**src/hw/rtl/lmsp_ram.sv**
```systemverilog
// Generic simple dual-port RAM with registered read data.
module lmsp_ram #(
    parameter int WIDTH = 8,
    parameter int DEPTH = 16
) (
    input  logic                     clk,
    input  logic                     wr_en,
    input  logic [$clog2(DEPTH)-1:0] wr_addr,
    input  logic [WIDTH-1:0]         wr_data,
    input  logic                     rd_en,
    input  logic [$clog2(DEPTH)-1:0] rd_addr,
    output logic [WIDTH-1:0]         rd_data
);

    logic [WIDTH-1:0] mem [DEPTH];
    logic [WIDTH-1:0] rd_data_reg;

    always_ff @(posedge clk)
    begin
        if (wr_en)
        begin
            mem[wr_addr] <= wr_data;
        end
        if (rd_en)
        begin
            rd_data_reg <= mem[rd_addr];
        end
    end

    assign rd_data = rd_data_reg;

endmodule

```
**config.mk**
```make
export PLATFORM = sky130hd
export DESIGN_NAME = lmsp_ram
export DESIGN_NICKNAME = d
export VERILOG_FILES = /design/src/hw/rtl/lmsp_ram.sv
export SDC_FILE = /design/constraint.sdc
export NUM_CORES = 1
export LEC_CHECK = 0
export ABC_AREA = 1
export ABC_CLOCK_PERIOD_IN_PS = 1200
export BUFFER_PORTS_ARGS = -buffer_cell sky130_fd_sc_hd__buf_2
export CAP_MARGIN = 20
export CORE_ASPECT_RATIO = 1.5
export CORE_MARGIN = 5
export CORE_UTILIZATION = 55
export DETAILED_ROUTE_END_ITERATION = 8
export PLACE_DENSITY = 0.75
export SLEW_MARGIN = 20
export SYNTH_ARGS = -nofsm -noshare
export SYNTH_HDL_FRONTEND = slang
export SYNTH_SLANG_ARGS = --single-unit
```
**constraint.sdc**
```tcl
create_clock -name clk -period 1.2 [get_ports clk]
set_input_delay 0.24 -clock clk [delete_from_list [all_inputs] [get_ports clk]]
set_output_delay 0.24 -clock clk [all_outputs]
set_load 0.01 [all_outputs]
```
==> run metrics, run 1 <==
status complete, but fails checks; failing checks negative setup slack; Crit Path Max Fanout 1; count leader, synth nand2_1; CTS tree done; CP cell instances buf_2; global-route wire length before repair just over 20000 µm; Via density around 5.2; core area ~10000 µm²; Die Y ~140 µm; clk sinks roughly 140; Layout Area Growth over Synthesis 15.8%; Critical path origin rd_data[4]$_DFFE_PP_; clock transition at the registers of the reported paths roughly 0.06 ns; CP endpoint kind primary output; final hold violations 0; flop2flop setup slack about 0.05 ns; clock power share 0.431; register area roughly 4100 µm²; Post-Syn Nets 570; Reg power frac 0.506; CTS H-Tree Depth 4; initial antenna violation count 0; Buf/Inv on CP 1; RSZ-0062 raised after global routing yes; dominant synthesized flop cell edfxtp_1; Net Sw Frac 0.216; share of cells above drive strength 1 0.138; vias in the first global route roughly 3800; Clock Latency Late Sink just over 0.4 ns; n_diodes 0; total die area 12800 µm²; Syn Area/Cell about 11 µm²; synth cell count leaders nand2_1, edfxtp_1, inv_1; top cell type's share of synthesized area 0.698; critical path depth in cells 1; Slew Limit Headroom 0.606; gr usage total 0.218; PnR worst setup slack -0.00996 ns; largest net degree at the start of global routing 65; post-synthesis async set-or-reset flop share 0; Pwr per Cell Area around 1600 nW/µm²; fmax 826 MHz; Comb power frac 0.064; placed insts around 720; Crit Path Class reg -> out; max reg flops around 130; Hold Buf Count CTS 0; Tcrit/Tclk final 1.01; Post-synth EDFFs about 140; starting density of the core 0.558; Leakage around 2.9 nW; Multi-input gate area about 1200 µm²; Synth Cell Area around 5800 µm²; Top delay family on crit path flip-flops; Final HPWL DP between 8000 and 9000 µm; most area-consuming cells after synthesis edfxtp_1, nand2_1, nand3_1, inv_1, buf_6; Worst Path Arrival 0.97 ns; synthesized flop and latch total 136; Placer Congestion roughly 0.84; IO buf count 26; cell internal pwr 8.35 mW; DRC viols 0; crit start category flop; post-synth top area cell edfxtp_1; R2R Path Start mem[12][6]$_DFFE_PP_; clk buf depth 2; reg-to-reg endpoint rd_data[6]$_DFFE_PP_; share of synthesized area occupied by flip-flops and latches 0.698; Worst Reg-to-Reg Cells 6; width of the die 94.2 µm; CTS root buf clkbuf_16; VDD IR max between 1 and 1.5 mV; Setup Viol. Count Final 1; Post-Route WL about 13000 µm; Max stage delay on crit path 0.40 ns; via count slightly below 4000; setup bufs post-CTS 0; final setup skew roughly 0.0063 ns; Synth cell types 11; FILL cells approximately 830; Final nets about 600; cts bufs inserted 17; Crit-path slowest cell edfxtp_1; worst min path class in -> reg; Req. time, crit path approximately 0.96 ns; Pre-antenna DRT Iters 6; worst slew pin tran 0.590 ns; DR iter-0 viols slightly above 400; aggregate global routing overflow 0; post-synthesis cell count 551; Routed Antenna Nets 0; maxcap violations 0; Switching Power roughly 2.3 mW; Post-Layout Cell Count 753; fin crit period between 1 and 1.5 ns; Place WS -0.255 ns; num rows 46; Syn. warnings 0; crit path capture rd_data[4]; per-cell routed wire length ~17 µm; # IOs 27; final-report max-slew violation count 0
==> power by group through the flow <==
stage / Combinational, mW / Sequential, mW / Clock [mW]
6_report: 0.676 / 5.38 / 4.58
3_3_place_gp: 0.644 / 5.48 / 0
2_1_floorplan: 0.375 / 5.49 / 0
3_5_place_dp: 0.656 / 5.48 / 0
4_1_cts: 0.665 / 5.38 / 4.62
5_1_grt: 0.745 / 5.39 / 4.85
==> worst reg2reg max path, stage by stage, from the launching register on <==
cell	delay (ns)
edfxtp_1	0.36
inv_1	0.08
nand2_1	0.06
nand3_1	0.11
nand3_1	0.11
nand3_1	0.13
nand2_1	0.06
==> metal layers <==
layer | vias to the layer above | wire length, µm | share of wire | track usage
met5 | - | 0 | 0 | 0
met1 | 1864 | 5190 | 0.40 | 0.278
li1 | 1868 | - | - | -
met3 | 31 | 683 | 0.053 | 0.0437
met2 | 162 | 6590 | 0.51 | 0.354
met4 | 0 | 441 | 0.034 | 0.108
==> worst min-delay path by stage <==
| stage | from | to | cells past startpoint |
|---|---|---|---|
| after floorplan | wr_data[0] | mem[0][0]$_DFFE_PP_ | 0 |
| after global placement | rd_en | rd_data[7]$_DFFE_PP_ | 1 |
| after detailed placement | rd_en | rd_data[1]$_DFFE_PP_ | 1 |
| after CTS | rd_en | rd_data[3]$_DFFE_PP_ | 1 |
| after global routing | rd_en | rd_data[3]$_DFFE_PP_ | 1 |
| final | rd_en | rd_data[3]$_DFFE_PP_ | 1 |
==> repair_timing <==
| item | 4_1_cts | 5_1_grt |
|---|---|---|
| setup endpoints to repair | 2 | 10 |
| gates resized for setup | 0 | 6 |
| cloned | 0 | 0 |
==> kinds of logic after synthesis <==
group         after synthesis  synth area share
flops                     136             0.698
simple gates              289             0.208
buf+inv                   126            0.0939
==> final cells by class <==
cell class / count / share of cell area
timing repair buffer: 50 / 0.0532
multi-input combinational: 289 / 0.184
clock inverter: 13 / 0.0129
clock buffer: 19 / 0.0639
inverter: 102 / 0.0565
tap: 144 / 0.0266
sequential: 136 / 0.603
==> through the flow <==
step / setup TNS, ns / power (mW) / utilization / hold WS [ns] / cell area, µm²
floorplan: 0 / 5.86 / - / 0.339 / 5850
global placement: -1.74 / 6.12 / 0.594 / 0.617 / 6220
detailed placement: -2.29 / 6.14 / 0.594 / 0.617 / 6220
CTS: -0.0402 / 10.7 / 0.644 / 0.190 / 6740
global route: -0.107 / 11.0 / 0.646 / 0.198 / 6770
finish: -0.00996 / 10.6 / 0.646 / 0.203 / 6770
==> cell usage in the layout, fill, tap and decap left out <==
cell / Yosys / routed
nand2_1: 173 / 173
edfxtp_1: 136 / 136
inv_1: 100 / 100
nand3_1: 97 / 91
buf_2: 13 / 26
buf_4: 4 / 20
nor2_1: 17 / 17
clkbuf_16: 0 / 17
clkinv_2: 0 / 7
nand3_2: 0 / 6
clkinv_1: 0 / 4
buf_12: 0 / 4
inv_2: 2 / 2
nand3b_1: 2 / 2
clkbuf_1: 0 / 2
clkinvlp_4: 0 / 1
bufinv_16: 0 / 1
(Power assumes the default switching activity.)
==> run 2: changes to the inputs <==
--- a/config.mk
+++ b/config.mk
@@ -11,9 +11,8 @@
 export CAP_MARGIN = 20
 export CORE_ASPECT_RATIO = 1.5
 export CORE_MARGIN = 5
-export CORE_UTILIZATION = 55
+export CORE_UTILIZATION = 40
 export DETAILED_ROUTE_END_ITERATION = 8
-export PLACE_DENSITY = 0.75
 export SLEW_MARGIN = 20
 export SYNTH_ARGS = -nofsm -noshare
 export SYNTH_HDL_FRONTEND = slang
==> run metrics, run 2 (synthesis results as in run 1) <==
setup bufs post-CTS 0; clk buf depth 2; largest net degree at the start of global routing 34; IO buf count 26; # IOs 27; fin crit period between 1 and 1.5 ns; Post-Layout Cell Count slightly above 800; gr usage total 0.164; Pwr per Cell Area around 1700 nW/µm²; CP endpoint kind primary output; Worst Path Arrival a little under 1 ns; width of the die between 100 and 150 µm; Top delay family on crit path flip-flops; starting density of the core 0.404; failing checks negative setup slack; DRC viols 0; crit start category flop; Placer Congestion 0.909; Clock Latency Late Sink 0.41 ns; via count 3836; Setup Viol. Count Final 1; fmax slightly above 800 MHz; per-cell routed wire length approximately 16 µm; Hold Buf Count CTS 0; Buf/Inv on CP 1; num rows 54; Layout Area Growth over Synthesis 20.6%; clk sinks between 100 and 150; cts bufs inserted 17; Leakage between 3 and 4 nW; PnR worst setup slack -0.0159 ns; vias in the first global route just under 4000; worst min path class in -> reg; RSZ-0062 raised after global routing yes; Crit Path Max Fanout 1; Crit Path Class reg -> out; Slew Limit Headroom 0.760; DR iter-0 viols 240; most frequent cells in the layout nand2_1, edfxtp_1, inv_1; total die area approximately 17000 µm²; core area around 14000 µm²; Tcrit/Tclk final 1.01; worst slew pin tran around 0.36 ns; CTS tree done; status complete, but fails checks; share of cells above drive strength 1 0.151; final-report max-slew violation count 0; CTS H-Tree Depth 4; Crit-path slowest cell edfxtp_1; FILL cells between 1000 and 1500; Pre-antenna DRT Iters 4; CTS root buf clkbuf_16; Post-Route WL between 10000 and 15000 µm; Max stage delay on crit path 0.42 ns; final setup skew roughly 0.009 ns; commonest non-fill, non-tap cell in the layout nand2_1; aggregate global routing overflow 0; CP cell instances buf_6; placed insts slightly below 800; PostCTS Resize Cnt 0; max reg flops between 100 and 150; Die Y 158 µm; Multi-input gate area 1240 µm²; overall power 11.7 mW; maxcap violations 0; VDD IR max between 0.7 and 0.8 mV; Final HPWL DP 8630 µm; clock transition at the registers of the reported paths roughly 0.060 ns; Final nets between 600 and 700; Via density roughly 4.7; final hold violations 0; n_diodes 0; final core utilization 0.488; Req. time, crit path 0.96 ns; global-route wire length before repair between 20000 and 25000 µm; Routed Antenna Nets 0; register area 4080 µm²; total negative slack -0.0159 ns; initial antenna violation count 0
run 2: changes by cell type in the layout (fill, tap and decap cells not counted):
cell,delta
bufinv_16,+4
clkinv_2,-5
clkinvlp_4,+1
buf_2,-1
buf_4,+2
buf_6,+1
clkinv_1,-4
buf_12,+4
clkinv_4,+3
run 2: final timing paths:
kind                              from                    to  slack (ns)  cells after the start
setup / recovery  rd_data[2]$_DFFE_PP_            rd_data[2]       -0.02                      1
hold / removal                   rd_en  rd_data[1]$_DFFE_PP_        0.19                      1
hold reg to reg   mem[12][5]$_DFFE_PP_  rd_data[5]$_DFFE_PP_        0.74                      6
setup reg to reg   mem[4][7]$_DFFE_PP_  rd_data[7]$_DFFE_PP_        0.03                      6
run 2: final cells by class:
cell class                      instances  share of cell area
Clock inverter                         12              0.0286
Inverter                              102              0.0543
Multi-Input combinational cell        289               0.176
Sequential cell                       136               0.579
Timing Repair Buffer                   56              0.0655
Tap cell                              196              0.0348
Clock buffer                           19              0.0614
run 2: metal layers:
layer,GRT usage,up-vias,part of all wire
met5,0,-,0
li1,-,1884,-
met3,0.0359,19,0.043
met4,0.0704,0,0.024
met1,0.183,1836,0.38
met2,0.297,97,0.55
run 2: power breakdown:
group,switching [mW],internal [mW]
registers,0.0272,5.35
clock network,1.89,3.67
logic,0.472,0.242
total,2.39,9.27
run 2: metrics by stage:
step	worst slack [ns]	area, µm²	hold WS (ns)
after floorplan	0.00916	5850	0.339
after global placement	-0.291	6380	0.612
after detailed placement	-0.298	6380	0.612
after CTS	-0.0543	7020	0.173
after global routing	-0.0612	7050	0.182
final	-0.0159	7050	0.191
==> run 3: changes to the inputs <==
--- a/config.mk
+++ b/config.mk
@@ -11,8 +11,10 @@
 export CAP_MARGIN = 20
 export CORE_ASPECT_RATIO = 1.5
 export CORE_MARGIN = 5
-export CORE_UTILIZATION = 40
+export CORE_UTILIZATION = 55
 export DETAILED_ROUTE_END_ITERATION = 8
+export PLACE_DENSITY = 0.75
+export SKIP_LAST_GASP = 1
 export SLEW_MARGIN = 20
 export SYNTH_ARGS = -nofsm -noshare
 export SYNTH_HDL_FRONTEND = slang
==> run metrics, run 3 (synthesis results as in run 1) <==
Final HPWL DP about 8000 µm; Hold Buf Count CTS 0; Die Y ~140 µm; per-cell routed wire length between 15 and 20 µm; gr usage total 0.218; CTS root buf clkbuf_16; clk buf depth 2; setup bufs post-CTS 0; placed insts around 700; Clock Latency Late Sink 0.42 ns; worst min path class in -> reg; # IOs 27; failing checks negative setup slack; Final nets 615; FILL cells about 830; Placer Congestion ~0.84; share of cells above drive strength 1 0.136; status complete, but fails checks; n_diodes 0; num rows 46; starting density of the core 0.558; worst slew pin tran around 0.59 ns; Post-Route WL about 13000 µm; commonest non-fill, non-tap cell in the layout nand2_1; clock transition at the registers of the reported paths 0.06 ns; Req. time, crit path around 0.96 ns; aggregate global routing overflow 0; final core utilization 0.646; fmax approximately 820 MHz; Post-Layout Cell Count approximately 750; RSZ-0062 raised after global routing yes; VDD IR max roughly 1.1 mV; vias in the first global route between 3000 and 4000; CTS H-Tree Depth 4; Buf/Inv on CP 1; crit start category flop; final hold violations 0; Tcrit/Tclk final 1.01; final setup skew between 0.01 and 0.015 ns; Via density between 5 and 6; Routed Antenna Nets 0; Top delay family on crit path flip-flops; total die area 12800 µm²; core area 10500 µm²; IO buf count 26; Slew Limit Headroom 0.605; CTS tree done; Crit Path Max Fanout 1; Setup Viol. Count Final 2; initial antenna violation count 0; Crit-path slowest cell edfxtp_1; cts bufs inserted 17; Worst Path Arrival just under 1 ns; fin crit period 1.22 ns; Max stage delay on crit path 0.40 ns; PnR worst setup slack -0.0169 ns; Crit Path Class reg -> out; Layout Area Growth over Synthesis 15.7%; max reg flops between 100 and 150; CP cell instances buf_2; Leakage ~2.9 nW; Place WS -0.255 ns; DR iter-0 viols 428; post-route cell area roughly 6800 µm²; CP endpoint kind primary output; most frequent cells in the layout nand2_1, edfxtp_1, inv_1; clk sinks about 140; DRC viols 0; Pre-antenna DRT Iters 6; maxcap violations 0; final-report max-slew violation count 0; Pwr per Cell Area between 1500 and 2000 nW/µm²; width of the die 94.2 µm; via count around 3900; global-route wire length before repair roughly 20000 µm; dpl cell area 6220 µm²; largest net degree at the start of global routing 65
==> run 3: cell count changes in the layout (fill, tap and decap cells not counted), sizes merged <==
cell	before	now
buf	56	50
clkinv	5	11
bufinv	5	1
clkinvlp	2	1
==> run 3: metrics by stage <==
step	power, mW	hold WS, ns	TNS [ns]
3_5_place_dp	6.14	0.617	-2.29
2_1_floorplan	5.86	0.339	0
5_1_grt	11.0	0.198	-0.109
6_report	10.6	0.191	-0.0179
3_3_place_gp	6.12	0.617	-1.74
4_1_cts	10.7	0.190	-0.0402
==> run 3: repair_timing <==
| item | 4_1_cts | 5_1_grt |
|---|---|---|
| pin swaps | 0 | 0 |
| endpoints found under the setup margin | 2 | 10 |
| resized for setup | 0 | 5 |
==> run 3: worst paths after layout <==
| kind | start | end | slack (ns) | cells after the start |
|---|---|---|---|---|
| max | rd_data[4]$_DFFE_PP_ | rd_data[4] | -0.02 | 1 |
| min | rd_en | rd_data[6]$_DFFE_PP_ | 0.19 | 1 |
| max reg2reg | mem[1][1]$_DFFE_PP_ | rd_data[1]$_DFFE_PP_ | 0.06 | 6 |
| min reg2reg | mem[13][1]$_DFFE_PP_ | rd_data[1]$_DFFE_PP_ | 0.75 | 6 |
==> run 3: per-layer routing <==
metal	vias up	global-route usage	wire, µm
met5	-	0	0
met4	0	0.108	444
met3	32	0.0437	745
met2	167	0.354	6590
met1	1839	0.278	5070
li1	1868	-	-
==> run 3: cell type report <==
class	instances	area, µm²	share of cell area
Clock inverter	13	87.6	0.0129
Sequential cell	136	4080	0.604
Inverter	102	383	0.0566
Clock buffer	19	433	0.0640
Tap cell	144	180	0.0266
Multi-Input combinational cell	289	1240	0.183
Timing Repair Buffer	50	360	0.0533
==> run 3: power by group <==
group | internal [mW] | switching [mW]
clock network | 2.78 | 1.80
registers | 5.36 | 0.0286
logic | 0.206 | 0.468
total | 8.34 | 2.30
